$ cat src/design/generalized_time_to_epoch_seconds_unit_defines.svh
// Assertion macros for the time conversion design files, used by the converter.
`ifndef GENERALIZED_TIME_TO_EPOCH_SECONDS_UNIT_DEFINES_SVH
`define GENERALIZED_TIME_TO_EPOCH_SECONDS_UNIT_DEFINES_SVH
`ifndef SYNTHESIS
`define GTES_ASSERT(lbl, clk, rst_n, prop, msg) \
	lbl: assert property (@(posedge clk) disable iff (!rst_n) prop) else $error(msg);
`define GTES_ASSERT_NEVER(lbl, clk, rst_n, cond, msg) \
	lbl: assert property (@(posedge clk) disable iff (!rst_n) !(cond)) else $error(msg);
`else
`define GTES_ASSERT(lbl, clk, rst_n, prop, msg)
`define GTES_ASSERT_NEVER(lbl, clk, rst_n, cond, msg)
`endif
`endif

$ cat src/design/gtes_pkg.sv
// Types, constants and the month table for the time conversion unit.
package gtes_pkg;

	localparam logic [3:0]  TIME_CHARS         = 4'd14;
	localparam logic [7:0]  CHAR_ZERO          = 8'h30;
	localparam logic [7:0]  CHAR_NINE          = 8'h39;
	localparam logic [13:0] EPOCH_YEAR         = 14'd1970;
	localparam logic [11:0] LEAPS_BEFORE_EPOCH = 12'd477;
	localparam logic [8:0]  DAYS_PER_YEAR      = 9'd365;
	localparam logic [12:0] RECIP_100          = 13'd5243;
	localparam int          RECIP_SHIFT        = 19;
	localparam logic [13:0] CENTURY_LAST_REM   = 14'd99;
	localparam logic [3:0]  MONTH_FEB          = 4'd2;
	localparam logic [6:0]  MONTH_MAX          = 7'd12;
	localparam logic [6:0]  DAY_MAX            = 7'd31;
	localparam int          QUEUE_DEPTH        = 2;

	typedef struct packed {
		logic [7:0] char_code;
		logic       is_last;
	} in_word_t;

	typedef struct packed {
		logic [37:0] seconds;
		logic        ok;
	} out_word_t;

	typedef struct packed {
		logic [13:0] year;
		logic [6:0]  month;
		logic [6:0]  day;
		logic [6:0]  hour;
		logic [6:0]  minute;
		logic [6:0]  second;
		logic        ok;
	} date_rec_t;

	// Days before the first of the given month in a common year.
	function automatic logic [8:0] month_offset(input logic [3:0] month);
		logic [8:0] days;
		unique case (month)
			4'd1:    days = 9'd0;
			4'd2:    days = 9'd31;
			4'd3:    days = 9'd59;
			4'd4:    days = 9'd90;
			4'd5:    days = 9'd120;
			4'd6:    days = 9'd151;
			4'd7:    days = 9'd181;
			4'd8:    days = 9'd212;
			4'd9:    days = 9'd243;
			4'd10:   days = 9'd273;
			4'd11:   days = 9'd304;
			4'd12:   days = 9'd334;
			default: days = 9'd0;
		endcase
		return days;
	endfunction

endpackage

$ cat src/design/gtes_front.sv
// Character front end: checks digits and builds the date fields of one string.
module gtes_front import gtes_pkg::*; (
	input  logic      clk,
	input  logic      arst_n,
	input  logic      accept,
	input  in_word_t  item,
	output logic      rec_push,
	output date_rec_t rec
);

	logic [3:0]  pos_q, pos_n;
	logic [13:0] year_q, year_n;
	logic [6:0]  month_q, month_n, day_q, day_n;
	logic [6:0]  hour_q, hour_n, minute_q, minute_n, second_q, second_n;
	logic        bad_q, bad_n;
	logic        is_digit;
	logic [3:0]  digit;

	function automatic logic [6:0] shift_in7(input logic [6:0] acc, input logic [3:0] d);
		return 7'((11'(acc) << 3) + (11'(acc) << 1) + 11'(d));
	endfunction

	always_comb begin
		is_digit = (item.char_code >= CHAR_ZERO) && (item.char_code <= CHAR_NINE);
		digit    = 4'(item.char_code - CHAR_ZERO);
		pos_n    = pos_q;
		year_n   = year_q;
		month_n  = month_q;
		day_n    = day_q;
		hour_n   = hour_q;
		minute_n = minute_q;
		second_n = second_q;
		bad_n    = bad_q;
		if (pos_q < TIME_CHARS) begin
			if (!is_digit) begin
				bad_n = 1'b1;
			end else begin
				priority if (pos_q < 4'd4) begin
					year_n = 14'((18'(year_q) << 3) + (18'(year_q) << 1) + 18'(digit));
				end else if (pos_q < 4'd6) begin
					month_n = shift_in7(month_q, digit);
				end else if (pos_q < 4'd8) begin
					day_n = shift_in7(day_q, digit);
				end else if (pos_q < 4'd10) begin
					hour_n = shift_in7(hour_q, digit);
				end else if (pos_q < 4'd12) begin
					minute_n = shift_in7(minute_q, digit);
				end else begin
					second_n = shift_in7(second_q, digit);
				end
			end
			pos_n = pos_q + 4'd1;
		end
	end

	always_comb begin
		rec.year   = year_n;
		rec.month  = month_n;
		rec.day    = day_n;
		rec.hour   = hour_n;
		rec.minute = minute_n;
		rec.second = second_n;
		rec.ok     = (pos_n == TIME_CHARS) && !bad_n &&
			(month_n >= 7'd1) && (month_n <= MONTH_MAX) &&
			(day_n >= 7'd1) && (day_n <= DAY_MAX);
		rec_push   = accept && item.is_last;
	end

	// The last character closes the string, so the fields start over from zero.
	always_ff @(posedge clk or negedge arst_n) begin
		if (!arst_n) begin
			pos_q    <= '0;
			year_q   <= '0;
			month_q  <= '0;
			day_q    <= '0;
			hour_q   <= '0;
			minute_q <= '0;
			second_q <= '0;
			bad_q    <= 1'b0;
		end else if (accept) begin
			if (item.is_last) begin
				pos_q    <= '0;
				year_q   <= '0;
				month_q  <= '0;
				day_q    <= '0;
				hour_q   <= '0;
				minute_q <= '0;
				second_q <= '0;
				bad_q    <= 1'b0;
			end else begin
				pos_q    <= pos_n;
				year_q   <= year_n;
				month_q  <= month_n;
				day_q    <= day_n;
				hour_q   <= hour_n;
				minute_q <= minute_n;
				second_q <= second_n;
				bad_q    <= bad_n;
			end
		end
	end

endmodule

$ cat src/design/gtes_queue.sv
// Short queue of parsed dates between the front end and the converter.
module gtes_queue import gtes_pkg::*; #(
	parameter int DEPTH = QUEUE_DEPTH
) (
	input  logic      clk,
	input  logic      arst_n,
	input  logic      wr_en,
	input  date_rec_t wr_data,
	output logic      full,
	input  logic      rd_en,
	output date_rec_t rd_data,
	output logic      empty
);

	localparam int AW = $clog2(DEPTH);
	localparam int CW = $clog2(DEPTH + 1);

	date_rec_t      mem_q [DEPTH];
	logic [AW-1:0]  wr_ptr_q, rd_ptr_q;
	logic [CW-1:0]  count_q;
	logic           do_wr, do_rd;

	assign full    = (count_q == CW'(DEPTH));
	assign empty   = (count_q == '0);
	assign do_wr   = wr_en && !full;
	assign do_rd   = rd_en && !empty;
	assign rd_data = mem_q[rd_ptr_q];

	function automatic logic [AW-1:0] next_ptr(input logic [AW-1:0] p);
		return (p == AW'(DEPTH - 1)) ? '0 : p + AW'(1);
	endfunction

	always_ff @(posedge clk) begin
		if (do_wr) begin
			mem_q[wr_ptr_q] <= wr_data;
		end
	end

	always_ff @(posedge clk or negedge arst_n) begin
		if (!arst_n) begin
			wr_ptr_q <= '0;
			rd_ptr_q <= '0;
			count_q  <= '0;
		end else begin
			if (do_wr) begin
				wr_ptr_q <= next_ptr(wr_ptr_q);
			end
			if (do_rd) begin
				rd_ptr_q <= next_ptr(rd_ptr_q);
			end
			if (do_wr && !do_rd) begin
				count_q <= count_q + CW'(1);
			end else if (do_rd && !do_wr) begin
				count_q <= count_q - CW'(1);
			end
		end
	end

endmodule

$ cat src/design/gtes_back.sv
// Converter: turns one parsed date into seconds since 1970 over several steps.
`include "generalized_time_to_epoch_seconds_unit_defines.svh"
module gtes_back import gtes_pkg::*; (
	input  logic      clk,
	input  logic      arst_n,
	input  logic      rec_valid,
	input  date_rec_t rec,
	output logic      rec_take,
	output out_word_t result,
	output logic      empty,
	input  logic      pop
);

	typedef enum logic [6:0] {
		ST_IDLE  = 7'b0000001,
		ST_QUOT  = 7'b0000010,
		ST_LEAP  = 7'b0000100,
		ST_DAYS  = 7'b0001000,
		ST_HOURS = 7'b0010000,
		ST_MINS  = 7'b0100000,
		ST_SECS  = 7'b1000000
	} state_t;

	state_t      state_q;
	date_rec_t   rec_q;
	logic [13:0] ym1_q;
	logic [7:0]  q100_q;
	logic [11:0] leaps_q;
	logic        leap_q;
	logic [21:0] days_q;
	logic [37:0] acc_q;
	out_word_t   result_q;
	logic        out_valid_q;

	logic [13:0] ym1;
	logic [26:0] prod;
	logic [13:0] rem;
	logic [12:0] dyears;
	logic [21:0] ydays, days_n;
	logic [37:0] final_secs;
	logic        slot_free;

	always_comb begin
		ym1        = rec_q.year - 14'd1;
		prod       = 27'(ym1) * 27'(RECIP_100);
		rem        = 14'(ym1_q - 14'(q100_q) * 14'd100);
		dyears     = 13'(rec_q.year - EPOCH_YEAR);
		ydays      = (rec_q.year > EPOCH_YEAR) ?
			22'(dyears) * 22'(DAYS_PER_YEAR) + 22'(leaps_q) - 22'(LEAPS_BEFORE_EPOCH) : '0;
		days_n     = ydays + 22'(month_offset(rec_q.month[3:0])) +
			22'(leap_q && (rec_q.month > 7'(MONTH_FEB))) + 22'(rec_q.day) - 22'd1;
		final_secs = (acc_q << 6) - (acc_q << 2) + 38'(rec_q.second);
		slot_free  = !out_valid_q || pop;
		rec_take   = (state_q == ST_IDLE) && rec_valid;
	end

	assign result = result_q;
	assign empty  = !out_valid_q;

	// Year quotients by 100 come from a reciprocal multiply; exact below 43690.
	always_ff @(posedge clk) begin
		unique case (state_q)
			ST_IDLE: begin
				if (rec_valid) begin
					rec_q <= rec;
				end
			end
			ST_QUOT: begin
				ym1_q  <= ym1;
				q100_q <= prod[RECIP_SHIFT +: 8];
			end
			ST_LEAP: begin
				leaps_q <= 12'(ym1_q >> 2) - 12'(q100_q) + 12'(q100_q >> 2);
				// The year is a century year when the year before it ends in 99.
				leap_q  <= (rec_q.year[1:0] == 2'b00) &&
					((rem != CENTURY_LAST_REM) || (q100_q[1:0] == 2'b11));
			end
			ST_DAYS: begin
				days_q <= days_n;
			end
			ST_HOURS: begin
				acc_q <= (38'(days_q) << 4) + (38'(days_q) << 3) + 38'(rec_q.hour);
			end
			ST_MINS: begin
				acc_q <= (acc_q << 6) - (acc_q << 2) + 38'(rec_q.minute);
			end
			ST_SECS: begin
				if (slot_free) begin
					result_q.seconds <= rec_q.ok ? final_secs : '0;
					result_q.ok      <= rec_q.ok;
				end
			end
			default: begin
			end
		endcase
	end

	always_ff @(posedge clk or negedge arst_n) begin
		if (!arst_n) begin
			state_q     <= ST_IDLE;
			out_valid_q <= 1'b0;
		end else begin
			if ((state_q == ST_SECS) && slot_free) begin
				out_valid_q <= 1'b1;
			end else if (pop && out_valid_q) begin
				out_valid_q <= 1'b0;
			end
			unique case (state_q)
				ST_IDLE:  if (rec_valid) state_q <= ST_QUOT;
				ST_QUOT:  state_q <= ST_LEAP;
				ST_LEAP:  state_q <= ST_DAYS;
				ST_DAYS:  state_q <= ST_HOURS;
				ST_HOURS: state_q <= ST_MINS;
				ST_MINS:  state_q <= ST_SECS;
				ST_SECS:  if (slot_free) state_q <= ST_IDLE;
				default:  state_q <= ST_IDLE;
			endcase
		end
	end

	`GTES_ASSERT(a_reject_zero, clk, arst_n, out_valid_q && !result_q.ok |-> result_q.seconds == '0, "rejected word carries nonzero seconds")
	`GTES_ASSERT(a_valid_from_secs, clk, arst_n, $rose(out_valid_q) |-> $past(state_q == ST_SECS), "result word appeared outside the last step")
	`GTES_ASSERT(a_hold_on_stall, clk, arst_n, (state_q == ST_SECS) && out_valid_q && !pop |=> state_q == ST_SECS, "converter left the last step while the output was held")
	`GTES_ASSERT(a_take_starts, clk, arst_n, rec_take |=> state_q == ST_QUOT, "taken date did not start a conversion")

endmodule

$ cat src/design/generalized_time_to_epoch_seconds_unit.sv
// A result word follows the string's last character through the date queue and the converter
// steps QUOT, LEAP, DAYS, HOURS, MINS and SECS; an unpopped result word holds the converter in
// its last step. Throughput: one character per cycle while full is low; the converter takes a new
// string only in idle, once the last result word is placed, so strings that come faster back up in
// the queue and full then rises, holding all characters, until the converter catches up.
// Reset: arst_n clears position, queue and converter; characters are taken the next cycle.
module generalized_time_to_epoch_seconds_unit import gtes_pkg::*; #(
	parameter int DEPTH = QUEUE_DEPTH
) (
	input  logic      clk,
	input  logic      arst_n,
	input  logic      push,
	output logic      full,
	input  in_word_t  item,
	output logic      empty,
	input  logic      pop,
	output out_word_t result
);

	logic      accept;
	logic      rec_push;
	date_rec_t rec_in, rec_out;
	logic      q_empty;
	logic      rec_take;

	assign accept = push && !full;

	gtes_front u_front (
		.clk      (clk),
		.arst_n   (arst_n),
		.accept   (accept),
		.item     (item),
		.rec_push (rec_push),
		.rec      (rec_in)
	);

	gtes_queue #(
		.DEPTH (DEPTH)
	) u_queue (
		.clk     (clk),
		.arst_n  (arst_n),
		.wr_en   (rec_push),
		.wr_data (rec_in),
		.full    (full),
		.rd_en   (rec_take),
		.rd_data (rec_out),
		.empty   (q_empty)
	);

	gtes_back u_back (
		.clk       (clk),
		.arst_n    (arst_n),
		.rec_valid (!q_empty),
		.rec       (rec_out),
		.rec_take  (rec_take),
		.result    (result),
		.empty     (empty),
		.pop       (pop)
	);

endmodule
$ cat config.mk
export PLATFORM = sky130hd
export DESIGN_NAME = generalized_time_to_epoch_seconds_unit
export DESIGN_NICKNAME = d
export VERILOG_FILES = /design/src/design/gtes_pkg.sv /design/src/design/gtes_front.sv /design/src/design/gtes_queue.sv /design/src/design/gtes_back.sv /design/src/design/generalized_time_to_epoch_seconds_unit.sv
export VERILOG_INCLUDE_DIRS = /design/src /design/src/design
export SDC_FILE = /design/constraint.sdc
export NUM_CORES = 1
export LEC_CHECK = 0
export ABC_AREA = 1
export BUFFER_PORTS_ARGS = -buffer_cell sky130_fd_sc_hd__buf_2
export CAP_MARGIN = 5
export CORE_MARGIN = 2
export CORE_UTILIZATION = 65
export DETAILED_ROUTE_END_ITERATION = 10
export PLACE_DENSITY = 0.82
export SLEW_MARGIN = 20
export SYNTH_ARGS = -nofsm -noshare
export SYNTH_HDL_FRONTEND = slang
export SYNTH_HIERARCHICAL = 1
export SYNTH_SLANG_ARGS = --single-unit
$ cat constraint.sdc
create_clock -name clk -period 13.05 [get_ports clk]
set_input_delay 1.9575 -clock clk [delete_from_list [all_inputs] [get_ports clk]]
set_output_delay 1.9575 -clock clk [all_outputs]
set_load 0.1 [all_outputs]
==> results.py <==
metrics = {
    "sta": {
        "final_hold_viol_count": 0,
        "min_period_ps": 8070,
        "tightest_slew_ps": 1020,
        "tns_ps": 0,
        "setup-violations-final": 0,
        "slew_violations": 0,
        "post-route-period-util_pct": 61.8,
        "skew_ps": 28.0,
        "fmax_mhz": 124,
        "max-slew-margin-rel_pct": 32.0,
        "rsz0062_at_grt": "no",
    },
    "logic_synthesis": {
        "yosysUniqueCellTypes": 54,
        "synth_cells": 4022,
        "syn-cell-area_um2": 32900,
        "synthTopCellsByArea": "edfxtp_1, ha_1, nand2_1",
        "synth_most_common_cell": "nand2_1",
        "yosysTopAreaCell": "edfxtp_1",
        "synth_nets": 4610,
        "async_reset_ff_share_pct": 18.5,
        "syn_avg_cell_area_um2": 8.18,
        "synth.top_cells.by_count": "nand2_1, inv_1, ha_1, edfxtp_1, nor2_1",
        "ys_seq_area_share_pct": 31.3,
        "synth_edf_count": 282,
        "netlist.area_leader.share_pct": 25.7,
        "synth-main-ff-cell": "edfxtp_1",
        "ys_ff_latch": 357,
        "ys_warn_count": 6,
    },
    "grt": {
        "grt_pass1_vias": 25700,
        "met2_usage_pct": 47.3,
        "grt_busiest_layer": "met2",
        "grt_pass1_wl_um": 129000,
        "grt_max_degree": 67,
        "met1_usage_pct": 44.0,
        "use_met3_pct": 4.70,
        "antenna_found_initial": 1,
        "track_usage_pct": 30.4,
        "gr-total-overflow": 0,
    },
    "floorplanning": {
        "chipWidth_um": 229,
        "die_area_um2": 52400,
        "initial_utilization_pct": 65.7,
        "rows": 82,
        "core_area_um2": 50100,
        "dieHeight_um": 229,
        "pin_count": 54,
    },
    "clock_tree": {
        "htreeDepth": 2,
        "clkTransAtPathRegs_ps": 60,
        "cts_resized": 0,
        "cts_buffers": 40,
        "cts_setup_buffers": 0,
        "clk_path_buf_depth": 3,
        "root_buffer": "clkbuf_16",
        "hold_buffers": 0,
        "worstSkewPairLatency_ps": 600,
        "cts_tree": "built",
        "cts.sinks": 357,
    },
    "detailed_routing": {
        "drt-initial-drc-count": 2448,
        "wl_per_cell_um": 16.4,
        "detail-route-antenna-nets": 0,
        "dr.pass1.iters": 7,
        "via_per_inst": 5.58,
        "drt-total-wl_um": 78600,
        "drc": 0,
        "num_vias": 26800,
    },
    "layout": {
        "fin_nets": 4679,
        "areaGrowthSynthToFinish_pct": 7.54,
        "drive_gt1_share_pct": 7.49,
    },
    "setup_path": {
        "crit_type": "flip-flop to flip-flop",
        "cp_slowest_cell": "fa_1",
        "cp.required_ps": 13390,
        "cp-start-kind": "flip-flop",
        "worst-path-max-fanout": 8,
        "slowest_delay_ps": 550,
        "crit_path_end_kind": "flip-flop",
        "cp_common_cell": "inv_1",
        "worstPathArrival_ps": 8410,
    },
    "flow_run": {
        "drv_cap": 0,
    },
    "status": {
        "status": "complete, no violations",
    },
    "worst_hold_path": {
        "min_path_type": "flip-flop to flip-flop",
    },
    "placement": {
        "dpl.hpwl_um": 61700,
        "io_buffers": 53,
        "routabilityCongestion": 0.978,
    },
}
[cell usage in the layout (no fill, tap or decap), drive strengths merged, types with 43 or more instances in the layout]
cell | Yosys | final
a21oi | 197 | 197
dfrtp | 65 | 65
inv | 756 | 760
nand3 | 198 | 198
nand4 | 59 | 59
o21ai | 161 | 161
ha | 422 | 422
edfxtp | 282 | 282
xor2 | 85 | 85
nor2 | 280 | 280
nor3 | 44 | 44
xnor2 | 43 | 43
nand2 | 1039 | 1039
fa | 153 | 153
clkbuf | 21 | 50
buf | 22 | 70
[flip-flops by register name, summed over array words and instances, names as in the netlist, 8 cells and up, named ones only]
name and flops:
u_front/year_q 14, u_back/ym1_q 14, u_back/days_q 22, u_back/q100_q 8, u_back/leaps_q 12, u_back/acc_q 36, u_back/rec_q 50, u_queue/mem_q 100
u_back/result 39
[cells by family (layout without fill, tap and decap cells)]
family                     count (synthesis)  after routing  share of synthesized area, %
muxes                                      2              2                        0.0609
AOI/OAI and AO/OA                        489            489                          8.37
adders and majority gates                575            575                          25.4
buffers and inverters                    802            903                          9.35
DFF                                      357            357                          31.3
xor gates and xnor gates                 128            128                          3.41
and+or+nand+nor                         1669           1669                          22.1
other                                      0              1                             0
[layer usage]
| layer | up-vias | part of all wire (%) |
|---|---|---|
| li1 | 13200 | - |
| met1 | 12500 | 46 |
| met4 | 0 | 2.8 |
| met2 | 927 | 44 |
| met5 | - | 0 |
| met3 | 146 | 7.5 |
[final timing paths]
kind | slack [ps] | to | startpoint | cells past startpoint
max in group asynchronous | 10870 | u_back/state_q[1]$_DFFE_PN0P_ | arst_n | 2
worst max register to register | 4980 | u_back/days_q[16]$_DFFE_PP_ | u_back/rec_q[37]$_DFFE_PP_ | 33
worst min-delay path | 480 | u_back/state_q[5]$_DFFE_PN0P_ | u_back/state_q[5]$_DFFE_PN0P_ | 1
min in group asynchronous | 1570 | u_front/year_q[12]$_DFFE_PN0P_ | arst_n | 2
worst min register to register | 480 | u_back/state_q[5]$_DFFE_PN0P_ | u_back/state_q[5]$_DFFE_PN0P_ | 1
worst max-delay path | 4980 | u_back/days_q[16]$_DFFE_PP_ | u_back/rec_q[37]$_DFFE_PP_ | 33
[per-stage QoR]
step	setup WS (ps)	utilization (%)	cell area [µm²]	hold WS (ps)	std cells
floorplan	5810	-	32900	424	4022
global route	4390	70.6	35400	505	4795
detailed placement	5130	67.7	33900	467	4720
finish	4980	70.6	35400	479	4796
global placement	5350	67.7	33900	455	4720
CTS	5040	70.6	35300	477	4794
[final cells by class]
cell class	instances	area, µm²
Tap cell	672	841
Timing Repair Buffer	70	413
Clock buffer	50	1060
Clock inverter	24	350
Fill cell	3892	14700
Inverter	759	2850
Multi-Input combinational cell	2863	19600
Sequential cell	357	10300
Antenna cell	1	2.50
[worst max-delay path, delay by kind of cell, from the launching register on]
family,cells,cell delay (ps)
flops,1,490
simple gates,8,1460
buf+inv,9,800
fa+ha+maj,10,3790
xor+xnor,2,420
compound gates,4,860
Power is left out: the tool's default activity adds up to more than one toggle a clock period on the data nets, which glitch-free logic cannot reach.
